===== config.mk =====
export PLATFORM = sky130hd
export DESIGN_NAME = rea_alu
export DESIGN_NICKNAME = d
export VERILOG_FILES = /design/src/rea_pkg.sv /design/src/rea_alu.sv
export SDC_FILE = /design/constraint.sdc
export NUM_CORES = 2
export LEC_CHECK = 0
export BUFFER_PORTS_ARGS = -buffer_cell sky130_fd_sc_hd__buf_2
export CORE_ASPECT_RATIO = 1.75
export CORE_MARGIN = 5
export CORE_UTILIZATION = 47
export DETAILED_ROUTE_END_ITERATION = 8
export SETUP_SLACK_MARGIN = 0.3
export SLEW_MARGIN = 30
export SYNTH_ARGS = -nofsm -noshare
export SYNTH_HDL_FRONTEND = slang
export SYNTH_SLANG_ARGS = --single-unit
export TNS_END_PERCENT = 30

===== constraint.sdc =====
create_clock -name clk_i -period 4.08 [get_ports clk_i]
set_input_delay 0.612 -clock clk_i [delete_from_list [all_inputs] [get_ports clk_i]]
set_output_delay 0.612 -clock clk_i [all_outputs]
set_load 0.01 [all_outputs]

===== src/rea_pkg.sv =====
package rea_pkg;

  localparam int unsigned AccW  = 67;
  localparam int unsigned OpAW  = 38;
  localparam int unsigned OpBW  = 22;
  localparam int unsigned DenW  = 60;
  localparam int unsigned RemW  = 61;
  localparam int unsigned QuoW  = 48;
  localparam int unsigned SumW  = 48;

  // Register indexes of the configuration port.
  localparam logic [3:0] RegRot0 = 4'd0;
  localparam logic [3:0] RegRot1 = 4'd1;
  localparam logic [3:0] RegRot2 = 4'd2;
  localparam logic [3:0] RegCxy  = 4'd3;
  localparam logic [3:0] RegCz   = 4'd4;
  localparam logic [3:0] RegKin0 = 4'd5;
  localparam logic [3:0] RegKin1 = 4'd6;
  localparam logic [3:0] RegKin2 = 4'd7;

  typedef enum logic [2:0] {
    OP_NOP,
    OP_LOAD,
    OP_MAC,
    OP_MACSH,
    OP_DIV_INIT,
    OP_DIV_STEP,
    OP_SQ_INIT,
    OP_SQ_STEP
  } rea_op_e;

  typedef struct packed {
    rea_op_e                  op;
    logic signed [OpAW-1:0]   a;
    logic signed [OpBW-1:0]   b;
    logic [DenW-1:0]          den;
    logic [RemW-1:0]          init;
    logic [1:0]               bits;
  } rea_ctl_t;

  typedef struct packed {
    logic signed [AccW-1:0]   acc;
    logic [QuoW-1:0]          quo;
    logic                     ovf;
  } rea_sts_t;

endpackage


===== src/rea_alu.sv =====
module rea_alu (
  input  logic              clk_i,
  input  logic              rst_ni,
  input  rea_pkg::rea_ctl_t ctl_i,
  output rea_pkg::rea_sts_t sts_o
);
  import rea_pkg::*;

  logic signed [AccW-1:0]   acc_q;
  logic [RemW-1:0]          rem_q;
  logic [QuoW-1:0]          quo_q;
  logic                     ovf_q;
  logic signed [OpAW+OpBW-1:0] prod;
  logic [RemW-1:0]          div_t;
  logic [RemW-1:0]          div_r;
  logic [35:0]              sq_t;
  logic [35:0]              sq_trial;
  logic [35:0]              sq_r;

  assign prod     = ctl_i.a * ctl_i.b;
  assign div_t    = {rem_q[RemW-2:0], ctl_i.bits[0]};
  assign div_r    = div_t - RemW'(ctl_i.den);
  assign sq_t     = {rem_q[33:0], ctl_i.bits};
  assign sq_trial = {2'b00, quo_q[31:0], 2'b01};
  assign sq_r     = sq_t - sq_trial;

  always_ff @(posedge clk_i or negedge rst_ni) begin
    if (!rst_ni) begin
      acc_q <= '0;
      rem_q <= '0;
      quo_q <= '0;
      ovf_q <= 1'b0;
    end else begin
      case (ctl_i.op)
        OP_LOAD:  acc_q <= AccW'(prod);
        OP_MAC:   acc_q <= acc_q + AccW'(prod);
        OP_MACSH: acc_q <= acc_q + (AccW'(prod) <<< 16);
        OP_DIV_INIT: begin
          rem_q <= ctl_i.init;
          quo_q <= '0;
          ovf_q <= (ctl_i.init >= RemW'(ctl_i.den));
        end
        OP_DIV_STEP: begin
          if (div_t >= RemW'(ctl_i.den)) begin
            rem_q <= div_r;
            quo_q <= {quo_q[QuoW-2:0], 1'b1};
          end else begin
            rem_q <= div_t;
            quo_q <= {quo_q[QuoW-2:0], 1'b0};
          end
        end
        OP_SQ_INIT: begin
          rem_q <= '0;
          quo_q <= '0;
        end
        OP_SQ_STEP: begin
          if (sq_t >= sq_trial) begin
            rem_q <= RemW'(sq_r);
            quo_q <= {quo_q[QuoW-2:0], 1'b1};
          end else begin
            rem_q <= RemW'(sq_t);
            quo_q <= {quo_q[QuoW-2:0], 1'b0};
          end
        end
        default: ;
      endcase
    end
  end

  assign sts_o.acc = acc_q;
  assign sts_o.quo = quo_q;
  assign sts_o.ovf = ovf_q;

endmodule


After elaboration in Yosys (flattened, before gate mapping)
Index checks and enable logic that the tools add are counted.
- register bits: 176
- bits of input ports: 188
- output and inout port bits: 116
- word-level logic and storage cells: 30
- add/sub/neg operators: 4
- multipliers: 1
- magnitude comparators: 3
- equal/unequal tests: 7
- multiplexer cells: 7
- reductions and logical operators: 4
- operators with widths (kind ; number):
    $pmux W60 S4 ; 1
    $pmux W67 S3 ; 1
    $pmux W48 S3 ; 1
    $ge A61 B60 Y1 ; 2
    $add A67 B60 Y67 ; 1
    $add A67 B67 Y67 ; 1
    $mul A38 B22 Y60 ; 1
    $mux W60 ; 1
    $sub A60 B60 Y60 ; 1
    $ge A36 B34 Y1 ; 1
    $mux W36 ; 1
    $sub A36 B34 Y36 ; 1
    $eq A3 B3 Y1 const B ; 4
    $eq A3 B2 Y1 const B ; 2
    $reduce_bool A3 Y1 ; 2
    $reduce_bool A4 Y1 ; 1
    $eq A3 B1 Y1 const B ; 1
    $mux W1 ; 2
    $reduce_or A2 Y1 ; 1

Longest topological paths before layout
- depth after elaboration: 3
- gate-level depth with buffers: 40
- gate-level depth less buffers: 38

Least setup slack after synthesis
Ideal clock, no wire load.
- kind: in2reg
- start point: input port ctl_i[136] in the netlist's numbering
- end point: register acc_q[66]
- setup time: 0.130 ns
- data arrival time: 9.853 ns
- data required time: 3.950 ns
- setup slack: -5.903 ns
- stages on the path: 37
- path buffers: 3
- cells stage by stage: clkbuf_1 clkbuf_1 nand2_1 fa_1 inv_1 fa_1 fa_1 fa_1 fa_1 fa_1 inv_1 fa_1 inv_1 ha_1 buf_2 and4_1 nand3_1 or4_1 a21oi_2 nor3_2 o211ai_2 a31oi_1 o21ai_0 xor2_1 ha_1 nand2_1 o21ai_2 a2111oi_4 o21bai_1 o311ai_4 o31ai_2 a211o_1 a221oi_2 xnor2_1 a21oi_1 a211oi_1 nor3_2
- longest elaborated chain between the ends: 3
- elaborated cells on any way between the ends: 4
- classes of those cells: add/sub: 2; mul: 1; mux: 1
- RTL lines (what ; line ; source):
    from (decl) ; rea_alu.sv:4 ; input rea_pkg::rea_ctl_t ctl_i,
    $mul A38 B22 Y60 (*) ; rea_alu.sv:20 ; assign prod = ctl_i.a * ctl_i.b;
    $add A67 B67 Y67 / $add A67 B60 Y67 (equally long branches) ; rea_alu.sv:37, rea_alu.sv:36 ;
    $pmux W67 S3 (*) ; rea_alu.sv:34 ; case (ctl_i.op)
    to (signal assigned) ; rea_alu.sv:35 ; OP_LOAD: acc_q <= AccW'(prod);
    to (signal assigned) ; rea_alu.sv:36 ; OP_MAC: acc_q <= acc_q + AccW'(prod);
    to (signal assigned) ; rea_alu.sv:37 ; OP_MACSH: acc_q <= acc_q + (AccW'(prod) <<< 16);
    to (decl) ; rea_alu.sv:9 ; logic signed [AccW-1:0] acc_q;
Every way passes the cells marked *; elsewhere a longest branch is shown, timed or not.
A chain may end at the register's enable or synchronous reset.

Worst setup path in the final report
- start point: input port ctl_i[124] in the netlist's numbering
- end point: register acc_q[65]
Same word-level chain as after synthesis.

==> out/results.ini <==
[run_status]
outcome = complete, but fails checks
violations_in_the_final_reports = setup timing

[timing]
final_hold_vio_count = 0
worstMarginPinSlew_ns = 0.821
timing_max_transition_violations_final = 0
skew_ns = 0.0252
peak_freq_ghz = 0.109
crit_path_time_final_ns = 9.18
final.setup.worst_slack_ns = -5.10
setup-violations-final = 62
tns_ns = -248.76
final.hold.worst_slack_ns = 0.363
maxSlewHeadroom = 0.438
unrepaired_setup_endpoints_after_global_routing = yes
min_period_over_period = 2.25

[detailed_routing]
drt_wl_total_um = 211000
routed-via-count = 49689
route.detailed.drc = 0
drt_pass1_iterations = 7
drt_first_iter_violations = 2738
routed_via_density = 5.74
wl_per_cell_um = 24.4
antenna_violation_net_count_after_detailed_routing = 0

[synthesis]
seq_area_frac_synth = 0.0874
netlist_instances = 6018
synth.distinct_cells = 95
synth.net_count = 7469
yosysTopAreaCell = sky130_fd_sc_hd__fa_1
async_reset_ff_frac = 1.00
synth-edff-count = 0
mappedNetlistArea_um2 = 50400
synth_top_cells_by_area = sky130_fd_sc_hd__fa_1, sky130_fd_sc_hd__ha_1, sky130_fd_sc_hd__dfrtp_1
number_of_synthesized_register_bits = 176
synthesis.yosys.warnings = 0
yosys_most_used_dff = sky130_fd_sc_hd__dfrtp_1
syn_avg_cell_area_um2 = 8.37
synth_largest_type_area_fraction = 0.327

[flow_run]
cap_violations = 0

[grt]
overflow = 0
antenna_found_initial = 10
groute.usage.overall = 0.362
grt_pass1_vias = 54286
grt_first_pass_wirelength_um = 313000
grt_max_degree = 91

[finish]
layout.cells.non_filler = 8662
layout-drive-gt1-share = 0.290
fin_nets = 8723
area_growth_pct = 32.8

[clocking]
cts.sinks = 176
clock-root-buffer = sky130_fd_sc_hd__clkbuf_16
htreeDepth = 4
worst_setup_hold_path_clk_slew_ns = 0.09
cts-buffers-inserted = 17
worst_skew_pair.late_latency_ns = 0.54
clock_tree_from_tritoncts = done
maximum_buffer_depth_of_the_clock_tree = 2

[floorplan]
die_width_um = 258
dieArea_um2 = 114000
start_util = 0.471
num_rows = 159
die-height_um = 443
top_level_ports = 304
placeableCoreArea_um2 = 107000

[critical_path]
slowest_delay_ns = 0.60
crit_top_cell = sky130_fd_sc_hd__fa_1
cp_data_arrival_time_ns = 9.59
crit_path_buffers_inverters = 8
timing_worst_setup_path_type = in2reg
crit_path_start_kind = primary input
cp_data_required_time_ns = 4.48
kind_of_end_point_of_the_critical_path = register
critical_path.top_delay_family = adder cells
critPathMaxFanout = 8
critical-path-slowest-cell = sky130_fd_sc_hd__fa_1

[place]
finalWeightedCongestion = 1.03
hpwl_um = 178000
dp_slack_ns = -6.36
post-place-cells = 8493
portBuffers = 303

[worst_hold_path]
min_path_type = in2reg

[sequential cells by signal, summed over array words and instances, names as in the netlist]
| register | flops |
|---|---|
| quo_q | 48 |
| ovf_q | 1 |
| acc_q | 67 |
| rem_q | 60 |
[worst paths after layout]
kind                       depth (start not counted)  slack (ns)   endpoint       start
max                                               37       -5.10  acc_q[65]  ctl_i[124]
min                                                3        0.36  rem_q[43]   ctl_i[45]
max reg2reg                                       16        0.14  acc_q[50]    acc_q[0]
min reg2reg                                        1        0.52  quo_q[32]   quo_q[32]
max in group asynchronous                          3        2.75  acc_q[46]      rst_ni
min in group asynchronous                          2        0.52  quo_q[31]      rst_ni
[final cells by class]
cell class              instances  area (µm²)
multi-input cells            4559       44200
fillers                      9506       40100
repair buffers               1548       12200
flip-flops and latches        176        4400
inverters                     970        3640
well taps                    1368        1710
clock buffers                  17         425
clock inverters                15         236
diodes                          9        22.5
[synth_stat cells (all sizes together) (22+ instances only)]
library cell	n
inv	970
fa	824
nand2	797
ha	439
a21oi	378
o21ai	294
and2	286
clkbuf	278
nor2	229
a21o	191
dfrtp	176
xnor2	154
xor2	103
nand3	87
nand4	56
a31oi	51
and3	48
o21bai	45
mux2i	43
nor2b	42
nor3	40
buf	35
nand2b	34
o21a	34
o211ai	32
a211oi	31
o221ai	30
o22ai	25
a221oi	22
[per-layer routing]
layer  part of all wire  vias up  track usage  routed length (µm)
met2               0.53     1913        0.675              112000
li1                   -    22130            -                   -
met4               0.14        2        0.381               28700
met3              0.047      983       0.0505                9920
met5           0.000052        -            0                  11
met1               0.29    24661        0.312               60800
[metrics by stage]
| stage | area [µm²] | utilization |
|---|---|---|
| after CTS | 65400 | 0.611 |
| after global placement | 61500 | 0.575 |
| final | 66900 | 0.625 |
| after detailed placement | 61500 | 0.575 |
| after floorplan | 51000 | - |
| after global routing | 66900 | 0.625 |
[timing repair]
item                       4_1_cts  5_1_grt
hold endpoints to repair         0       19
setup endpoints to repair      125      122
gates cloned                     4        4
hold buffers                     0        1
setup buffers                   89       29
pin swaps                      280      203
gates resized for setup        536      236
[cells by family after synthesis]
kind of cell	share of synthesized area
muxes	0.00921
xor gates and xnor gates	0.0448
buffers and inverters	0.0965
DFF	0.0874
AOI/OAI and AO/OA	0.169
adders and majority gates	0.436
and+or+nand+nor	0.157
[tightest hold or removal path, stage by stage]
cell,delay [ns]
sky130_fd_sc_hd__buf_2,0.11
sky130_fd_sc_hd__nand3_1,0.08
sky130_fd_sc_hd__o221ai_1,0.07
[cell usage in the layout, fill, tap and decap left out, types with 40 or more instances in the layout]
master	instances
sky130_fd_sc_hd__buf_4	1121
sky130_fd_sc_hd__inv_1	926
sky130_fd_sc_hd__nand2_1	782
sky130_fd_sc_hd__fa_1	766
sky130_fd_sc_hd__ha_1	363
sky130_fd_sc_hd__a21oi_1	316
sky130_fd_sc_hd__and2_1	259
sky130_fd_sc_hd__buf_2	251
sky130_fd_sc_hd__o21ai_0	224
sky130_fd_sc_hd__nor2_1	213
sky130_fd_sc_hd__a21o_1	190
sky130_fd_sc_hd__dfrtp_1	176
sky130_fd_sc_hd__xnor2_1	122
sky130_fd_sc_hd__buf_6	106
sky130_fd_sc_hd__xor2_1	95
sky130_fd_sc_hd__nand3_1	83
sky130_fd_sc_hd__ha_4	66
sky130_fd_sc_hd__fa_2	58
sky130_fd_sc_hd__nand4_1	56
sky130_fd_sc_hd__o21ai_1	49
sky130_fd_sc_hd__a21oi_2	45
sky130_fd_sc_hd__buf_12	45
sky130_fd_sc_hd__inv_2	43
sky130_fd_sc_hd__nor2b_1	41
sky130_fd_sc_hd__mux2i_1	41
sky130_fd_sc_hd__o21bai_1	40
sky130_fd_sc_hd__and3_1	40
Power is not shown: default switching activity piles up to over one toggle a cycle in this logic, so the estimate is an artifact.
